<file path="config.mk">
export PLATFORM = sky130hd
export DESIGN_NAME = pitd_fifo
export DESIGN_NICKNAME = d
export VERILOG_FILES = /design/src/design/pitd_pkg.sv /design/src/design/pitd_fifo.sv
export SDC_FILE = /design/constraint.sdc
export NUM_CORES = 1
export LEC_CHECK = 0
export BUFFER_PORTS_ARGS = -buffer_cell sky130_fd_sc_hd__buf_2
export CORE_ASPECT_RATIO = 0.7
export CORE_MARGIN = 10
export CORE_UTILIZATION = 32
export CTS_CLUSTER_SIZE = 30
export DETAILED_ROUTE_END_ITERATION = 6
export SLEW_MARGIN = 0
export SYNTH_ARGS = -nofsm -noshare
export SYNTH_HDL_FRONTEND = slang
export SYNTH_SLANG_ARGS = --single-unit
</file>
<file path="constraint.sdc">
create_clock -name clk_i -period 1.7 [get_ports clk_i]
set_clock_uncertainty 0.2 [all_clocks]
set_input_delay 0.425 -clock clk_i [delete_from_list [all_inputs] [get_ports clk_i]]
set_output_delay 0.425 -clock clk_i [all_outputs]
set_load 0.01 [all_outputs]
</file>
<file path="src/design/pitd_pkg.sv">
// Shared constants and types for the packed index table decoder.
package pitd_pkg;

  // Parameter defaults
  localparam int unsigned MAX_INDEX_BITS_DEF = 12;
  localparam int unsigned PAYLOAD_WIDTH_DEF  = 16;

  // Fixed sizes
  localparam int unsigned BYTE_BITS    = 8;
  localparam int unsigned MAX_PER_BYTE = 8;
  localparam int unsigned QUEUE_DEPTH  = 2;
  localparam int unsigned CFG_IDX_W    = 4;
  localparam int unsigned CFG_DATA_W   = 32;
  localparam int unsigned COUNT_W      = 32;
  localparam int unsigned WIDTH_REG_W  = 4;

  // Request function codes
  localparam logic [1:0] FUNC_WRITE = 2'd0;
  localparam logic [1:0] FUNC_START = 2'd1;
  localparam logic [1:0] FUNC_BYTE  = 2'd2;

  // Configuration register indexes
  localparam logic [CFG_IDX_W-1:0] CFG_INDEX_WIDTH = 4'd0;
  localparam logic [CFG_IDX_W-1:0] CFG_VALUE_COUNT = 4'd1;

  localparam logic [WIDTH_REG_W-1:0] INDEX_WIDTH_RST = 4'd4;

  // Classified command passed from front to back
  typedef enum logic [1:0] {
    CMD_WRITE,
    CMD_START,
    CMD_BYTE
  } cmd_e;

  // Back-end sequencer states
  typedef enum logic {
    ST_IDLE,
    ST_RUN
  } state_e;

endpackage

</file>
<file path="src/design/pitd_fifo.sv">
// Short command queue between front and back.
module pitd_fifo
  import pitd_pkg::*;
#(
  parameter int unsigned DATA_W = 8,
  parameter int unsigned DEPTH  = QUEUE_DEPTH,
  localparam int unsigned PW = (DEPTH > 1) ? $clog2(DEPTH) : 1,
  localparam int unsigned CW = $clog2(DEPTH + 1)
) (
  input  logic              clk_i,
  input  logic              rst_ni,
  input  logic              push_i,
  input  logic [DATA_W-1:0] data_i,
  output logic              full_o,
  input  logic              pop_i,
  output logic              valid_o,
  output logic [DATA_W-1:0] data_o
);

  logic [DATA_W-1:0] entries_q [DEPTH];
  logic [PW-1:0]     wr_ptr_q, wr_ptr_d;
  logic [PW-1:0]     rd_ptr_q, rd_ptr_d;
  logic [CW-1:0]     count_q, count_d;
  logic              do_pop;

  assign full_o  = (count_q == CW'(DEPTH));
  assign valid_o = (count_q != '0);
  assign data_o  = entries_q[rd_ptr_q];
  assign do_pop  = pop_i && valid_o;

  // Pointer and fill count update
  always_comb begin
    wr_ptr_d = wr_ptr_q;
    rd_ptr_d = rd_ptr_q;
    count_d  = count_q;
    if (push_i) begin
      wr_ptr_d = (wr_ptr_q == PW'(DEPTH - 1)) ? '0 : wr_ptr_q + PW'(1);
    end
    if (do_pop) begin
      rd_ptr_d = (rd_ptr_q == PW'(DEPTH - 1)) ? '0 : rd_ptr_q + PW'(1);
    end
    if (push_i && !do_pop) begin
      count_d = count_q + CW'(1);
    end else if (do_pop && !push_i) begin
      count_d = count_q - CW'(1);
    end
  end

  always_ff @(posedge clk_i or negedge rst_ni) begin
    if (!rst_ni) begin
      wr_ptr_q <= '0;
      rd_ptr_q <= '0;
      count_q  <= '0;
    end else begin
      wr_ptr_q <= wr_ptr_d;
      rd_ptr_q <= rd_ptr_d;
      count_q  <= count_d;
    end
  end

  always_ff @(posedge clk_i) begin
    if (push_i) begin
      entries_q[wr_ptr_q] <= data_i;
    end
  end

endmodule

</file>
==> run summary <==
global placer's final weighted congestion: 0.658
Die Wd: 79.0 µm
Hold EP: entries_q[0][0]
Syn Inst Count: 41
Worst path most repeated cell: buf_6
Clk Latency, worst-skew pair: 290 ps
hold depth: 1
Storage cell area: 582 µm²
area leader, netlist: edfxtp_1
register area share after synthesis: 74.5%
fraction of registers with async set/reset: 20.0%
Layout Utilization: 48.5%
final slew viol count: 0
FF+latch count, synth: 20
critical path type: flop to primary output
CP top delay family: flip-flops
CTS tree: yes
Worst R2R End: count_q[1]
hold_ws: 116 ps
number of routed nets with antenna violations: 0
Net Sw Power: 0.000489 W
initial antenna violation count: 0
CP peak stage delay: 390 ps
Mapped Area: 779 µm²
Logic pwr share: 45.8%
highest clock rate: 531 MHz
gr ovfl total: 0
via count: 441
Worst Path Arrival: 1260 ps
Hold Path Origin: data_i[0]
max cap viols: 0
deepest clock path buffer count: 2
CP max FO: 5
final worst path period share: 111%
wire per inst: 13.2 µm
fin crit period: 1880 ps
share of the synthesized area in the top cell type: 61.6%
Num CTS Buffers: 3
EDFF count, synth: 16
net count after synthesis: 54
Min-Delay Path Class: input pin to flop
pin count of the biggest net entering global routing: 12
first-pass GRT wire length: 2220 µm
die height: 61.3 µm
IR drop worst, VDD: 0.738 mV
Worst setup SP type: flop
post-route DRC violation count: 0
Slew @ Worst Pin: 124 ps
Pint: 0.00123 W
filler cell count: 216
DRT Pass-1 Iters: 2
final wirelength: 1400 µm
Power Density: 1600 nW/µm²
layout cells sized above 1: 59.5%
Cells after DPL: 96
Seq pwr share: 41.7%
IO Pins: 22
Final Total Pwr: 0.00172 W
Hold Vio Cnt, Final: 0
GRT Util Overall: 6.09%
Non-Filler Instances: 106
yosys warns: 0
unrepaired setup endpoints after global routing: yes
syn avg cell area: 19.0 µm²
Netlist cell types: 13
Net Sw Frac: 28.4%
Crit path depth: 3
worst path cell trace: buf_6 -> mux2_2 -> buf_6
largest cells by area after synthesis: edfxtp_1 (62%), dfrtp_1 (13%), mux2_2 (12%)
r2r worst-path depth: 5
Syn-to-layout area delta: 38.4%
Final setup viols: 9
crit end category: primary output
Buf/Inv on CP: 2
CP required: 1070 ps
core area: 2220 µm²
count leader, synth: edfxtp_1
outcome: finished with violations
area of the multi-input gates: 191 µm²
Rows: 14
Rel. slew slack: 91.7%
diode count: 0
initial core utilization: 35.0%
most used flip-flop cell after synthesis: edfxtp_1
die area: 4840 µm²
Via density: 4.16
Root Buffer Master: clkbuf_4
worst reg2reg startpoint: count_q[1]
Clk pwr share: 12.5%
DP HPWL: 1010 µm
r2r setup slk: 140 ps
pre-CTS setup slack: -1.41 ps
Reg clk slew, reported paths: 100 ps
violated checks: negative setup slack
Starting DRT DRC Count: 24
Critical-path top delay cell: dfrtp_2
vias in the first global route: 451
Port Buffers: 21
Worst Setup Slack, final: -185 ps
H-tree depth: 1
Synth top cells by count: edfxtp_1 (16), mux2_2 (8), dfrtp_1 (4)
Lkg Pwr: 0.438 nW
nets: 88
clock tree sinks: 20
-- logic make-up after synthesis --
kind of cell / synth area share (%)
flops: 74.5
xor+xnor: 5.62
simple gates: 5.78
buf+inv: 0.963
fa+ha+maj: 1.60
mux: 11.6
-- power by group through the flow --
stage          Combinational (W)  Sequential [W]  Clock (W)
2_1_floorplan           0.000372        0.000719          0
3_3_place_gp            0.000517        0.000767          0
3_5_place_dp            0.000519        0.000769          0
4_1_cts                 0.000738        0.000715   0.000228
5_1_grt                 0.000862        0.000731   0.000248
6_report                0.000787        0.000718   0.000215
-- per-stage QoR --
| stage | TNS, ps | cell area [µm²] |
|---|---|---|
| CTS | -1560 | 1050 |
| global route | -2010 | 1080 |
| global placement | -2.60 | 940 |
| finish | -1440 | 1080 |
| floorplan | 0 | 779 |
| detailed placement | -2.76 | 940 |
-- placed cells by master, fill, tap and decap left out, types with 2 or more instances in the layout --
master    count
edfxtp_1     16
buf_2        12
buf_6        11
mux2_2        8
buf_4         6
xor2_1        3
clkbuf_4      3
dfrtp_1       3
xnor2_1       2
-- routing by layer --
metal | global-route usage (%) | up-vias | wire length, µm
met5 | 0 | - | 0
met3 | 4.65 | 0 | 171
met4 | 1.53 | 0 | 0
met1 | 7.14 | 212 | 589
met2 | 8.57 | 14 | 634
li1 | - | 215 | -
-- worst max-delay path by stage --
stage | start | end | slack, ps
after floorplan | count_q[0] | count_q[1] | 190
after global routing | rd_ptr_q | data_o[4] | -260
after global placement | rd_ptr_q | data_o[3] | -3
after detailed placement | rd_ptr_q | data_o[7] | -1
final | rd_ptr_q | data_o[7] | -180
after CTS | rd_ptr_q | data_o[5] | -200
-- final cells by class --
cell class	count	area share [%]
clock buffers	3	2.09
multi-input cells	20	17.7
repair buffers	30	22.2
well taps	32	3.71
flip-flops and latches	20	53.9
clock inverters	1	0.348
-- flip-flops by register name, summed over array words and instances, names as in the netlist --
signal and flops:
count_q 2, entries_q 16, rd_ptr_q 1, wr_ptr_q 1
-- worst register-to-register path: cells and delay by family (launching register included) --
kind | cells | cell delay [ps]
AND/OR/NAND/NOR | 3 | 500
flip-flops | 1 | 400
adder cells (fa/ha/maj) | 1 | 250
XOR/XNOR | 1 | 150
-- repair_timing --
action / 4_1_cts / 5_1_grt
gates resized for setup: 9 / 4
hold endpoints to repair: 4 / 0
setup endpoints to repair: 10 / 9
buffers inserted: 4 / 1
hold buffers: 1 / 0
Note: power is estimated with default switching activity, not from simulation.
