$ cat src/design/pitd_pkg.sv
// Shared constants and types for the packed index table decoder.
package pitd_pkg;

  // Parameter defaults
  localparam int unsigned MAX_INDEX_BITS_DEF = 12;
  localparam int unsigned PAYLOAD_WIDTH_DEF  = 16;

  // Fixed sizes
  localparam int unsigned BYTE_BITS    = 8;
  localparam int unsigned MAX_PER_BYTE = 8;
  localparam int unsigned QUEUE_DEPTH  = 2;
  localparam int unsigned CFG_IDX_W    = 4;
  localparam int unsigned CFG_DATA_W   = 32;
  localparam int unsigned COUNT_W      = 32;
  localparam int unsigned WIDTH_REG_W  = 4;

  // Request function codes
  localparam logic [1:0] FUNC_WRITE = 2'd0;
  localparam logic [1:0] FUNC_START = 2'd1;
  localparam logic [1:0] FUNC_BYTE  = 2'd2;

  // Configuration register indexes
  localparam logic [CFG_IDX_W-1:0] CFG_INDEX_WIDTH = 4'd0;
  localparam logic [CFG_IDX_W-1:0] CFG_VALUE_COUNT = 4'd1;

  localparam logic [WIDTH_REG_W-1:0] INDEX_WIDTH_RST = 4'd4;

  // Classified command passed from front to back
  typedef enum logic [1:0] {
    CMD_WRITE,
    CMD_START,
    CMD_BYTE
  } cmd_e;

  // Back-end sequencer states
  typedef enum logic {
    ST_IDLE,
    ST_RUN
  } state_e;

endpackage

$ cat src/design/pitd_if.sv
// Request, result and configuration channel interfaces.
interface pitd_in_if
  import pitd_pkg::*;
#(
  parameter int unsigned IDX_W = MAX_INDEX_BITS_DEF,
  parameter int unsigned PAY_W = PAYLOAD_WIDTH_DEF
) ();
  logic                 valid;
  logic                 ready;
  logic [1:0]           func;
  logic [IDX_W-1:0]     entry_index;
  logic [PAY_W-1:0]     entry_payload;
  logic [BYTE_BITS-1:0] stream_byte;

  modport source (output valid, func, entry_index, entry_payload, stream_byte, input ready);
  modport sink   (input valid, func, entry_index, entry_payload, stream_byte, output ready);
endinterface


interface pitd_cfg_if
  import pitd_pkg::*;
();
  logic                  valid;
  logic                  ready;
  logic [CFG_IDX_W-1:0]  index;
  logic [CFG_DATA_W-1:0] data;

  modport source (output valid, index, data, input ready);
  modport sink   (input valid, index, data, output ready);
endinterface

$ cat src/design/pitd_front.sv
// Front end: configuration registers and request classification.
module pitd_front
  import pitd_pkg::*;
#(
  parameter int unsigned MAX_INDEX_BITS = MAX_INDEX_BITS_DEF,
  parameter int unsigned PAYLOAD_WIDTH  = PAYLOAD_WIDTH_DEF,
  localparam int unsigned WW    = $clog2(MAX_INDEX_BITS + 1),
  localparam int unsigned CMD_W = 2 + WW + MAX_INDEX_BITS + PAYLOAD_WIDTH + BYTE_BITS
) (
  input  logic               clk_i,
  input  logic               rst_ni,
  pitd_cfg_if.sink           cfg_i,
  pitd_in_if.sink            in_i,
  input  logic               full_i,
  output logic               push_o,
  output logic [CMD_W-1:0]   cmd_o,
  output logic [COUNT_W-1:0] value_count_o
);

  typedef struct packed {
    cmd_e                      op;
    logic [WW-1:0]             width;
    logic [MAX_INDEX_BITS-1:0] addr;
    logic [PAYLOAD_WIDTH-1:0]  data;
    logic [BYTE_BITS-1:0]      sbyte;
  } cmd_t;

  logic [WIDTH_REG_W-1:0] index_width_q;
  logic [COUNT_W-1:0]     value_count_q;
  logic [WW-1:0]          eff_width;
  cmd_t                   cmd;
  logic                   known;

  // Configuration writes are always taken
  assign cfg_i.ready = 1'b1;

  always_ff @(posedge clk_i or negedge rst_ni) begin
    if (!rst_ni) begin
      index_width_q <= INDEX_WIDTH_RST;
      value_count_q <= '0;
    end else if (cfg_i.valid) begin
      if (cfg_i.index == CFG_INDEX_WIDTH) begin
        index_width_q <= cfg_i.data[WIDTH_REG_W-1:0];
      end else if (cfg_i.index == CFG_VALUE_COUNT) begin
        value_count_q <= cfg_i.data[COUNT_W-1:0];
      end
    end
  end

  assign value_count_o = value_count_q;

  // Clamp width into 1..MAX_INDEX_BITS
  always_comb begin
    if (index_width_q == '0) begin
      eff_width = WW'(1);
    end else if (int'(index_width_q) > MAX_INDEX_BITS) begin
      eff_width = WW'(MAX_INDEX_BITS);
    end else begin
      eff_width = WW'(index_width_q);
    end
  end

  // Classify request; unused function code is dropped here
  always_comb begin
    cmd.op    = CMD_WRITE;
    cmd.width = eff_width;
    cmd.addr  = in_i.entry_index;
    cmd.data  = in_i.entry_payload;
    cmd.sbyte = in_i.stream_byte;
    known     = 1'b1;
    unique case (in_i.func)
      FUNC_WRITE: cmd.op = CMD_WRITE;
      FUNC_START: cmd.op = CMD_START;
      FUNC_BYTE:  cmd.op = CMD_BYTE;
      default:    known  = 1'b0;
    endcase
  end

  assign in_i.ready = !full_i;
  assign push_o     = in_i.valid && !full_i && known;
  assign cmd_o      = cmd;

endmodule

$ cat src/flat_wrapper.sv
// flat-port wrapper written by rule: the top's interface ports become plain ports
module pitd_front_flat import pitd_pkg::*;
#(
  parameter int unsigned MAX_INDEX_BITS = MAX_INDEX_BITS_DEF,
  parameter int unsigned PAYLOAD_WIDTH  = PAYLOAD_WIDTH_DEF,
  localparam int unsigned WW    = $clog2(MAX_INDEX_BITS + 1),
  localparam int unsigned CMD_W = 2 + WW + MAX_INDEX_BITS + PAYLOAD_WIDTH + BYTE_BITS
)
  (clk_i, rst_ni, full_i, push_o, cmd_o, value_count_o, cfg_i_valid, cfg_i_index, cfg_i_data, cfg_i_ready, in_i_valid, in_i_func, in_i_entry_index, in_i_entry_payload, in_i_stream_byte, in_i_ready);
  pitd_cfg_if cfg_i_i ();
  pitd_in_if in_i_i ();
  input  logic clk_i;
  input  logic rst_ni;
  input  logic full_i;
  output logic push_o;
  output logic [CMD_W-1:0] cmd_o;
  output logic [COUNT_W-1:0] value_count_o;
  input wire logic [$bits(cfg_i_i.valid)-1:0] cfg_i_valid;
  input wire logic [$bits(cfg_i_i.index)-1:0] cfg_i_index;
  input wire logic [$bits(cfg_i_i.data)-1:0] cfg_i_data;
  output wire logic [$bits(cfg_i_i.ready)-1:0] cfg_i_ready;
  input wire logic [$bits(in_i_i.valid)-1:0] in_i_valid;
  input wire logic [$bits(in_i_i.func)-1:0] in_i_func;
  input wire logic [$bits(in_i_i.entry_index)-1:0] in_i_entry_index;
  input wire logic [$bits(in_i_i.entry_payload)-1:0] in_i_entry_payload;
  input wire logic [$bits(in_i_i.stream_byte)-1:0] in_i_stream_byte;
  output wire logic [$bits(in_i_i.ready)-1:0] in_i_ready;
  assign cfg_i_i.valid = cfg_i_valid;
  assign cfg_i_i.index = cfg_i_index;
  assign cfg_i_i.data = cfg_i_data;
  assign cfg_i_ready = cfg_i_i.ready;
  assign in_i_i.valid = in_i_valid;
  assign in_i_i.func = in_i_func;
  assign in_i_i.entry_index = in_i_entry_index;
  assign in_i_i.entry_payload = in_i_entry_payload;
  assign in_i_i.stream_byte = in_i_stream_byte;
  assign in_i_ready = in_i_i.ready;
  pitd_front #(.MAX_INDEX_BITS(MAX_INDEX_BITS), .PAYLOAD_WIDTH(PAYLOAD_WIDTH)) u_core (.clk_i(clk_i), .rst_ni(rst_ni), .cfg_i(cfg_i_i), .in_i(in_i_i), .full_i(full_i), .push_o(push_o), .cmd_o(cmd_o), .value_count_o(value_count_o));
endmodule
$ cat config.mk
export PLATFORM = sky130hd
export DESIGN_NAME = pitd_front_flat
export DESIGN_NICKNAME = d
export VERILOG_FILES = /design/src/design/pitd_pkg.sv /design/src/design/pitd_if.sv /design/src/design/pitd_front.sv /design/src/flat_wrapper.sv
export SDC_FILE = /design/constraint.sdc
export NUM_CORES = 1
export LEC_CHECK = 0
export BUFFER_PORTS_ARGS = -buffer_cell sky130_fd_sc_hd__buf_2
export CAP_MARGIN = 40
export CELL_PAD_IN_SITES_DETAIL_PLACEMENT = 0
export CELL_PAD_IN_SITES_GLOBAL_PLACEMENT = 1
export CORE_MARGIN = 5
export CORE_UTILIZATION = 27
export CTS_CLUSTER_SIZE = 16
export DETAILED_ROUTE_END_ITERATION = 10
export GPL_TIMING_DRIVEN = 1
export HOLD_SLACK_MARGIN = 0.12
export PLACE_DENSITY_LB_ADDON = 0.2
export SYNTH_ARGS = -nofsm -noshare
export SYNTH_HDL_FRONTEND = slang
export SYNTH_SLANG_ARGS = --single-unit
$ cat constraint.sdc
create_clock -name clk_i -period 0.93 [get_ports clk_i]
set_clock_uncertainty 0.1 [all_clocks]
set_input_delay 0 -clock clk_i [delete_from_list [all_inputs] [get_ports clk_i]]
set_output_delay 0 -clock clk_i [all_outputs]
set_load 0.05 [all_outputs]
==> metrics, run 1 <==
vertical die dimension about 90 microns; critical-path cell list nand2_2, and2_4, buf_6; setup violators final 66; final cell utilization of the core between 50% and 60%; Synth cell types 17; slew at the pin closest to its max-slew limit between 0.5 and 0.6 ns; final non-filler cell total 333; global-route wire length before repair between 7000 and 8000 microns; grt ovf 0; result of the run finished, violations left; worst IR drop on VDD between 1000 and 1500 uV; maximum capacitance violations 0; critical-path maximum fanout 2; YS warnings 0; Layout Nets around 330; total standard cell area after synthesis about 0.0018 sq mm; classification of the worst-slack hold path in2async; peak clock frequency supported by timing between 0.7 and 0.8 GHz; Initial Utilization 27.4%; sequential cell area 906 sq um; Yosys reg bits 36; number of failing hold endpoints at the final stage 0; clock transition time at the flip-flop clock pins of the worst setup and hold paths 0.07 ns; failing checks setup timing; unrepaired setup endpoints after global routing true; largest net degree at the start of global routing 17; worst setup path category reg2out; detailed-route vias per instance just over 4; count of buffers inserted at the top-level ports 82; Critical Path Start Type flop; number of top-level pins 156; floorplan core area ~0.0067 sq mm; number of DRC violations after detailed routing 0; via count of the first global-routing pass 1639; cell with the biggest individual delay on the critical path sky130_fd_sc_hd__dfstp_2; TritonCTS clock tree yes; Ant. Diodes 0; kind of end point of the critical path primary output; number of pins exceeding their max-slew limit in the final report 0; minimum period implied by the final worst setup slack 1.32 ns; combined area of the multi-input logic cells 647 sq um; sequential-to-total area share from yosys stat 49.3%; HPWL after DPL 3310 microns; total power divided by cell area between 2000 and 2500 mW/mm^2; final critical-path share of the clock period 142%; maximum cell stage delay along the critical path 0.57 ns; clock tree sinks 36; average detailed-routed wire length per instance 15.2 microns; most used cells in the layout excluding fill and tap cells sky130_fd_sc_hd__buf_2, sky130_fd_sc_hd__buf_6, sky130_fd_sc_hd__dlymetal6s4s_1; Max Root-Sink Buffers 2; cell total after placement 254; area added between synthesis and finish 82.8%; vias after detailed routing 1373; clock tree root buffer cell sky130_fd_sc_hd__clkbuf_8; antenna violations before repair 0; gr usage total between 10% and 20%; signal arrival time at the worst endpoint 1.22 ns; horizontal extent of the die between 90 and 100 microns; number of nets in the synthesized netlist 206; synthesized instance count between 100 and 150; DRT antenna net count 0; mean instance size in the synthesized netlist 14.4 sq um; flop2flop setup slack -0.11 ns; total wire length 5060 microns; placer's final routability congestion estimate between 0.7 and 0.8; clock insertion delay at the later pin of the skew report 0.28 ns; row cnt 30; CTS Buf Count 5; most common library cell in the layout ignoring fill and taps sky130_fd_sc_hd__buf_2; DIE AREA 0.00852 sq mm; Req. time, crit path 0.83 ns; length of the first detailed-routing pass in iterations 4; hold buffers post-CTS 69; number of filler instances in the final layout approximately 600; Static Leakage 1.96 nW; setup slack after layout -0.390 ns; DRC marker count from the first detailed-route iteration 14; relative slew slack 65.5%; share of final-layout standard cells stronger than drive strength 1 57.7%; maximum level of the CTS H-tree 2
==> final cells by class <==
type / instances / share of cell area [%]
Sequential cell: 36 / 27.1
Inverter: 1 / 0.112
Tap cell: 80 / 3.00
Clock inverter: 2 / 0.374
Multi-Input combinational cell: 48 / 19.4
Clock buffer: 6 / 2.17
Timing Repair Buffer: 160 / 47.9
==> Yosys cell counts, drive strengths merged <==
master  count  share of area, %
buf        40                17
dfstp       1               1.4
and2        1              0.34
nor2b       2              0.68
inv         1              0.21
nand2       4              0.96
and3        1              0.34
nor4b       1               1.3
and2b       1              0.41
o31ai       1              0.41
conb        1              0.21
clkbuf      2              0.41
mux2       36                28
dfrtp      35                48
==> registers in the layout, indices dropped and copies added, names as in the netlist <==
signal,count
u_core.value_count_o,32
u_core.index_width_q,4
==> metrics by stage <==
step           total power (W)  hold WS [ns]  setup TNS, ns  area, sq um  setup WS, ns
5_1_grt                0.00737        0.0430          -6.12         3340        -0.448
2_1_floorplan          0.00459        -0.396          -5.49         1870        -0.160
3_3_place_gp           0.00486        -0.209         -11.23         2160        -0.313
3_5_place_dp           0.00489        -0.207         -11.71         2160        -0.332
6_report               0.00708        0.0204          -4.01         3340        -0.390
4_1_cts                0.00712        0.0276          -4.85         3220        -0.402
==> kinds of logic after synthesis <==
group / Yosys count / share of synthesized area, %
AOI/OAI and AO/OA: 1 / 0.411
buffers and inverters: 43 / 17.7
DFF: 36 / 49.4
muxes: 36 / 28.3
other: 1 / 0.205
and+or+nand+nor: 10 / 4.04
==> power by group <==
part / leakage [nW] / total, W / internal, W / switching [W]
Sequential: 0.436 / 0.00226 / 0.00195 / 0.000313
Clock: 0.0412 / 0.00107 / 0.000523 / 0.000542
Combinational: 1.48 / 0.00376 / 0.00161 / 0.00215
==> layer usage <==
layer	track usage (%)	vias to the layer above	share of wire, %
li1	-	629	-
met1	12.8	647	41
met2	20.1	91	50
met3	3.36	6	7.6
met4	3.84	0	1.1
met5	0	-	0
==> path summary, 6_finish.rpt <==
path	from	end	cells after the start
max	u_core.index_width_q[2]$_DFFE_PN1P_	cmd_o[37]	3
max reg2reg	u_core.index_width_q[3]$_DFFE_PN0P_	u_core.index_width_q[3]$_DFFE_PN0P_	2
max in group asynchronous	rst_ni	u_core.value_count_o[12]$_DFFE_PN0P_	3
min in group clk_i	cfg_i_index[2]	u_core.index_width_q[3]$_DFFE_PN0P_	4
min	rst_ni	u_core.value_count_o[21]$_DFFE_PN0P_	2
min reg2reg	u_core.value_count_o[12]$_DFFE_PN0P_	u_core.value_count_o[12]$_DFFE_PN0P_	1
==> what timing repair did <==
item	in CTS	in global routing
pin swaps	3	1
setup buffers	0	1
resized for setup	81	39
endpoints found under the hold margin	108	7
gates cloned	1	1
endpoints found under the setup margin	68	107
==> worst max-delay path: cells and delay by family, from the launching register on <==
kind | cells | cell delay [ns]
buffers and inverters | 1 | 0.14
AND/OR/NAND/NOR | 2 | 0.23
flip-flops | 1 | 0.57
Power figures use the tool's default switching activity.
==> inputs of run 2 (changes only) <==
CORE_UTILIZATION = 29   (was 27)
clock period = 1.7 ns   (was 0.93 ns; I/O delays follow)
==> run 2 against run 1 <==
The run now ends clean; count of clock-buffer cells in the layout unchanged; non-clock buffer count down 8; worst hold slack better by 0.18 ns; clock power fell by 31%; combinational power decreased by 56%; wire length down 11%; register-to-register slack gained 0.93 ns; global-route usage shrank 0.72 points.
==> metrics, run 2 (synthesized netlist as in run 1, its figures left out) <==
final non-filler cell total 322 (-3.3%); number of pins exceeding their max-slew limit in the final report 0 (unchanged); critical-path cell list nand2_1, and2_1, buf_2; vias after detailed routing 1343 (-2.2%); number of failing hold endpoints at the final stage 0 (unchanged); average detailed-routed wire length per instance 14.0 microns (-8.2%); horizontal extent of the die 89.4 microns (-3.1%); cell family with most CP delay flip-flops; DRC marker count from the first detailed-route iteration 14 (unchanged); relative slew slack 46.0% (-19 points); clock insertion delay at the later pin of the skew report 0.28 ns (about the same); most used cells in the layout excluding fill and tap cells sky130_fd_sc_hd__buf_2, sky130_fd_sc_hd__dlygate4sd3_1, sky130_fd_sc_hd__dfrtp_1; maximum cell stage delay along the critical path 0.55 ns (-0.02 ns); worst setup path category reg2out; antenna violations before repair 0 (unchanged); area added between synthesis and finish 54.3%; Static Leakage 1.48 nW (-24%); clock transition time at the flip-flop clock pins of the worst setup and hold paths 0.07 ns (about the same); cell with the biggest individual delay on the critical path sky130_fd_sc_hd__dfstp_2; unrepaired setup endpoints after global routing false; critical-path maximum fanout 4 (+2); gr usage total 10.6% (-0.72 points); switching power 0.00155 W (-48%); Max Root-Sink Buffers 2 (unchanged); kind of end point of the critical path primary output; largest net degree at the start of global routing 37 (+20); signal arrival time at the worst endpoint 1.25 ns (+0.03 ns); Sw Ratio 43.3% (+0.96 points); CTS Buf Count 5 (unchanged); maximum capacitance violations 0 (unchanged); worst path buffer plus inverter count 1 (unchanged); number of filler instances in the final layout 587 (+0.51%); share of power burned in combinational logic 46.5% (-6.6 points); number of top-level pins 156 (unchanged); floorplan core area 0.00624 sq mm (-6.6%); placer's final routability congestion estimate 0.637 (-15%); DRT antenna net count 0 (unchanged); peak clock frequency supported by timing ~0.74 GHz; internal power 0.00203 W (-50%); Critical Path Start Type flop; slew at the pin closest to its max-slew limit 0.809 ns (+0.290 ns); length of the first detailed-routing pass in iterations 4 (unchanged); minimum period implied by the final worst setup slack ~1.3 ns; result of the run finished clean; share of total power in sequential cells 32.8% (+0.9 points); flip-flop count of the largest register, all copies and words added 32 (unchanged); via count of the first global-routing pass 1381 (-16%); quantity of gates resized following cts 0 (-100%); HPWL after DPL 2950 microns (-11%); fraction of power consumed by the clock network 20.7% (+5.7 points); total wire length 4490 microns (-11%); share of final-layout standard cells stronger than drive strength 1 52.7% (-5.1 points); classification of the worst-slack hold path in2reg; row cnt 29 (-3.3%); global-route wire length before repair 6510 microns (-15%); vertical die dimension 89.4 microns (-3.1%); most common library cell in the layout ignoring fill and taps sky130_fd_sc_hd__buf_2; final critical-path share of the clock period 79.4%; count of buffers inserted at the top-level ports 82 (unchanged); grt ovf 0 (unchanged); detailed-route vias per instance 4.17 (+1.2%); setup violators final 0 (-100%); total power divided by cell area 1270 mW/mm^2 (-40%); number of DRC violations after detailed routing 0 (unchanged); buffers inserted by post-CTS timing repair 0 (unchanged); total negative slack for setup checks 0 ns (+4.01 ns); TritonCTS clock tree yes; clock tree root buffer cell sky130_fd_sc_hd__clkbuf_8; maximum level of the CTS H-tree 2 (unchanged); Initial Utilization 29.3% (+1.9 points); Req. time, crit path 1.60 ns (+0.77 ns); Layout Nets 323 (-2.4%); cell total after placement 245 (-3.5%); worst IR drop on VDD 626 uV (-52%); DIE AREA 0.00799 sq mm (-6.2%); clock tree sinks 36 (unchanged); Ant. Diodes 0 (unchanged)
==> run 2: layout make-up <==
class	instances	area [sq um]	area share [%]
Clock buffer	6	72.6	2.57
Multi-Input combinational cell	48	603	21.4
Sequential cell	36	902	32.0
Tap cell	77	96.3	3.41
Timing Repair Buffer	152	1110	39.3
Inverter	1	3.75	0.133
Clock inverter	2	35.0	1.24
==> run 2: final timing paths <==
path,start,to,slack (ns),cells past startpoint
min,cfg_i_index[0],u_core.index_width_q[1]$_DFFE_PN0P_,0.20,3
max reg2reg,u_core.index_width_q[3]$_DFFE_PN0P_,u_core.index_width_q[3]$_DFFE_PN0P_,0.82,1
min in group asynchronous,rst_ni,u_core.value_count_o[9]$_DFFE_PN0P_,0.25,2
max in group asynchronous,rst_ni,u_core.value_count_o[14]$_DFFE_PN0P_,0.74,2
min reg2reg,u_core.value_count_o[19]$_DFFE_PN0P_,u_core.value_count_o[19]$_DFFE_PN0P_,0.40,1
max,u_core.index_width_q[2]$_DFFE_PN1P_,cmd_o[37],0.35,3
==> run 2: per-layer routing <==
metal / share of wire (%) / GRT usage (%) / up-vias
met1: 36 / 11.5 / 628
met3: 12 / 3.69 / 8
li1: - / - / 614
met4: 1.1 / 2.71 / 0
met2: 51 / 19.5 / 93
met5: 0 / 0 / -
==> run 2: repair_timing <==
item,in CTS,in global routing
hold buffers,69,0
endpoints found under the setup margin,0,0
endpoints found under the hold margin,107,0
==> run 2: power groups by stage <==
stage,clock [W],sequential [W],combinational [W]
3_3_place_gp,0,0.00119,0.00138
6_report,0.000739,0.00117,0.00166
2_1_floorplan,0,0.00181,0.000657
4_1_cts,0.000777,0.00118,0.00168
3_5_place_dp,0,0.00119,0.00139
5_1_grt,0.000810,0.00120,0.00173
==> run 2: metrics by stage <==
stage / setup WS, ns / util (%) / power [W] / instance area, sq um / hold slack (ns)
final: 0.351 / 45.2 / 0.00358 / 2820 / 0.202
after global routing: 0.278 / 45.2 / 0.00375 / 2820 / 0.206
after CTS: 0.324 / 45.2 / 0.00363 / 2820 / 0.199
after detailed placement: 0.295 / 32.4 / 0.00257 / 2020 / -0.0997
after global placement: 0.327 / 32.4 / 0.00257 / 2020 / -0.0997
after floorplan: 0.0136 / - / 0.00247 / 1830 / -0.396
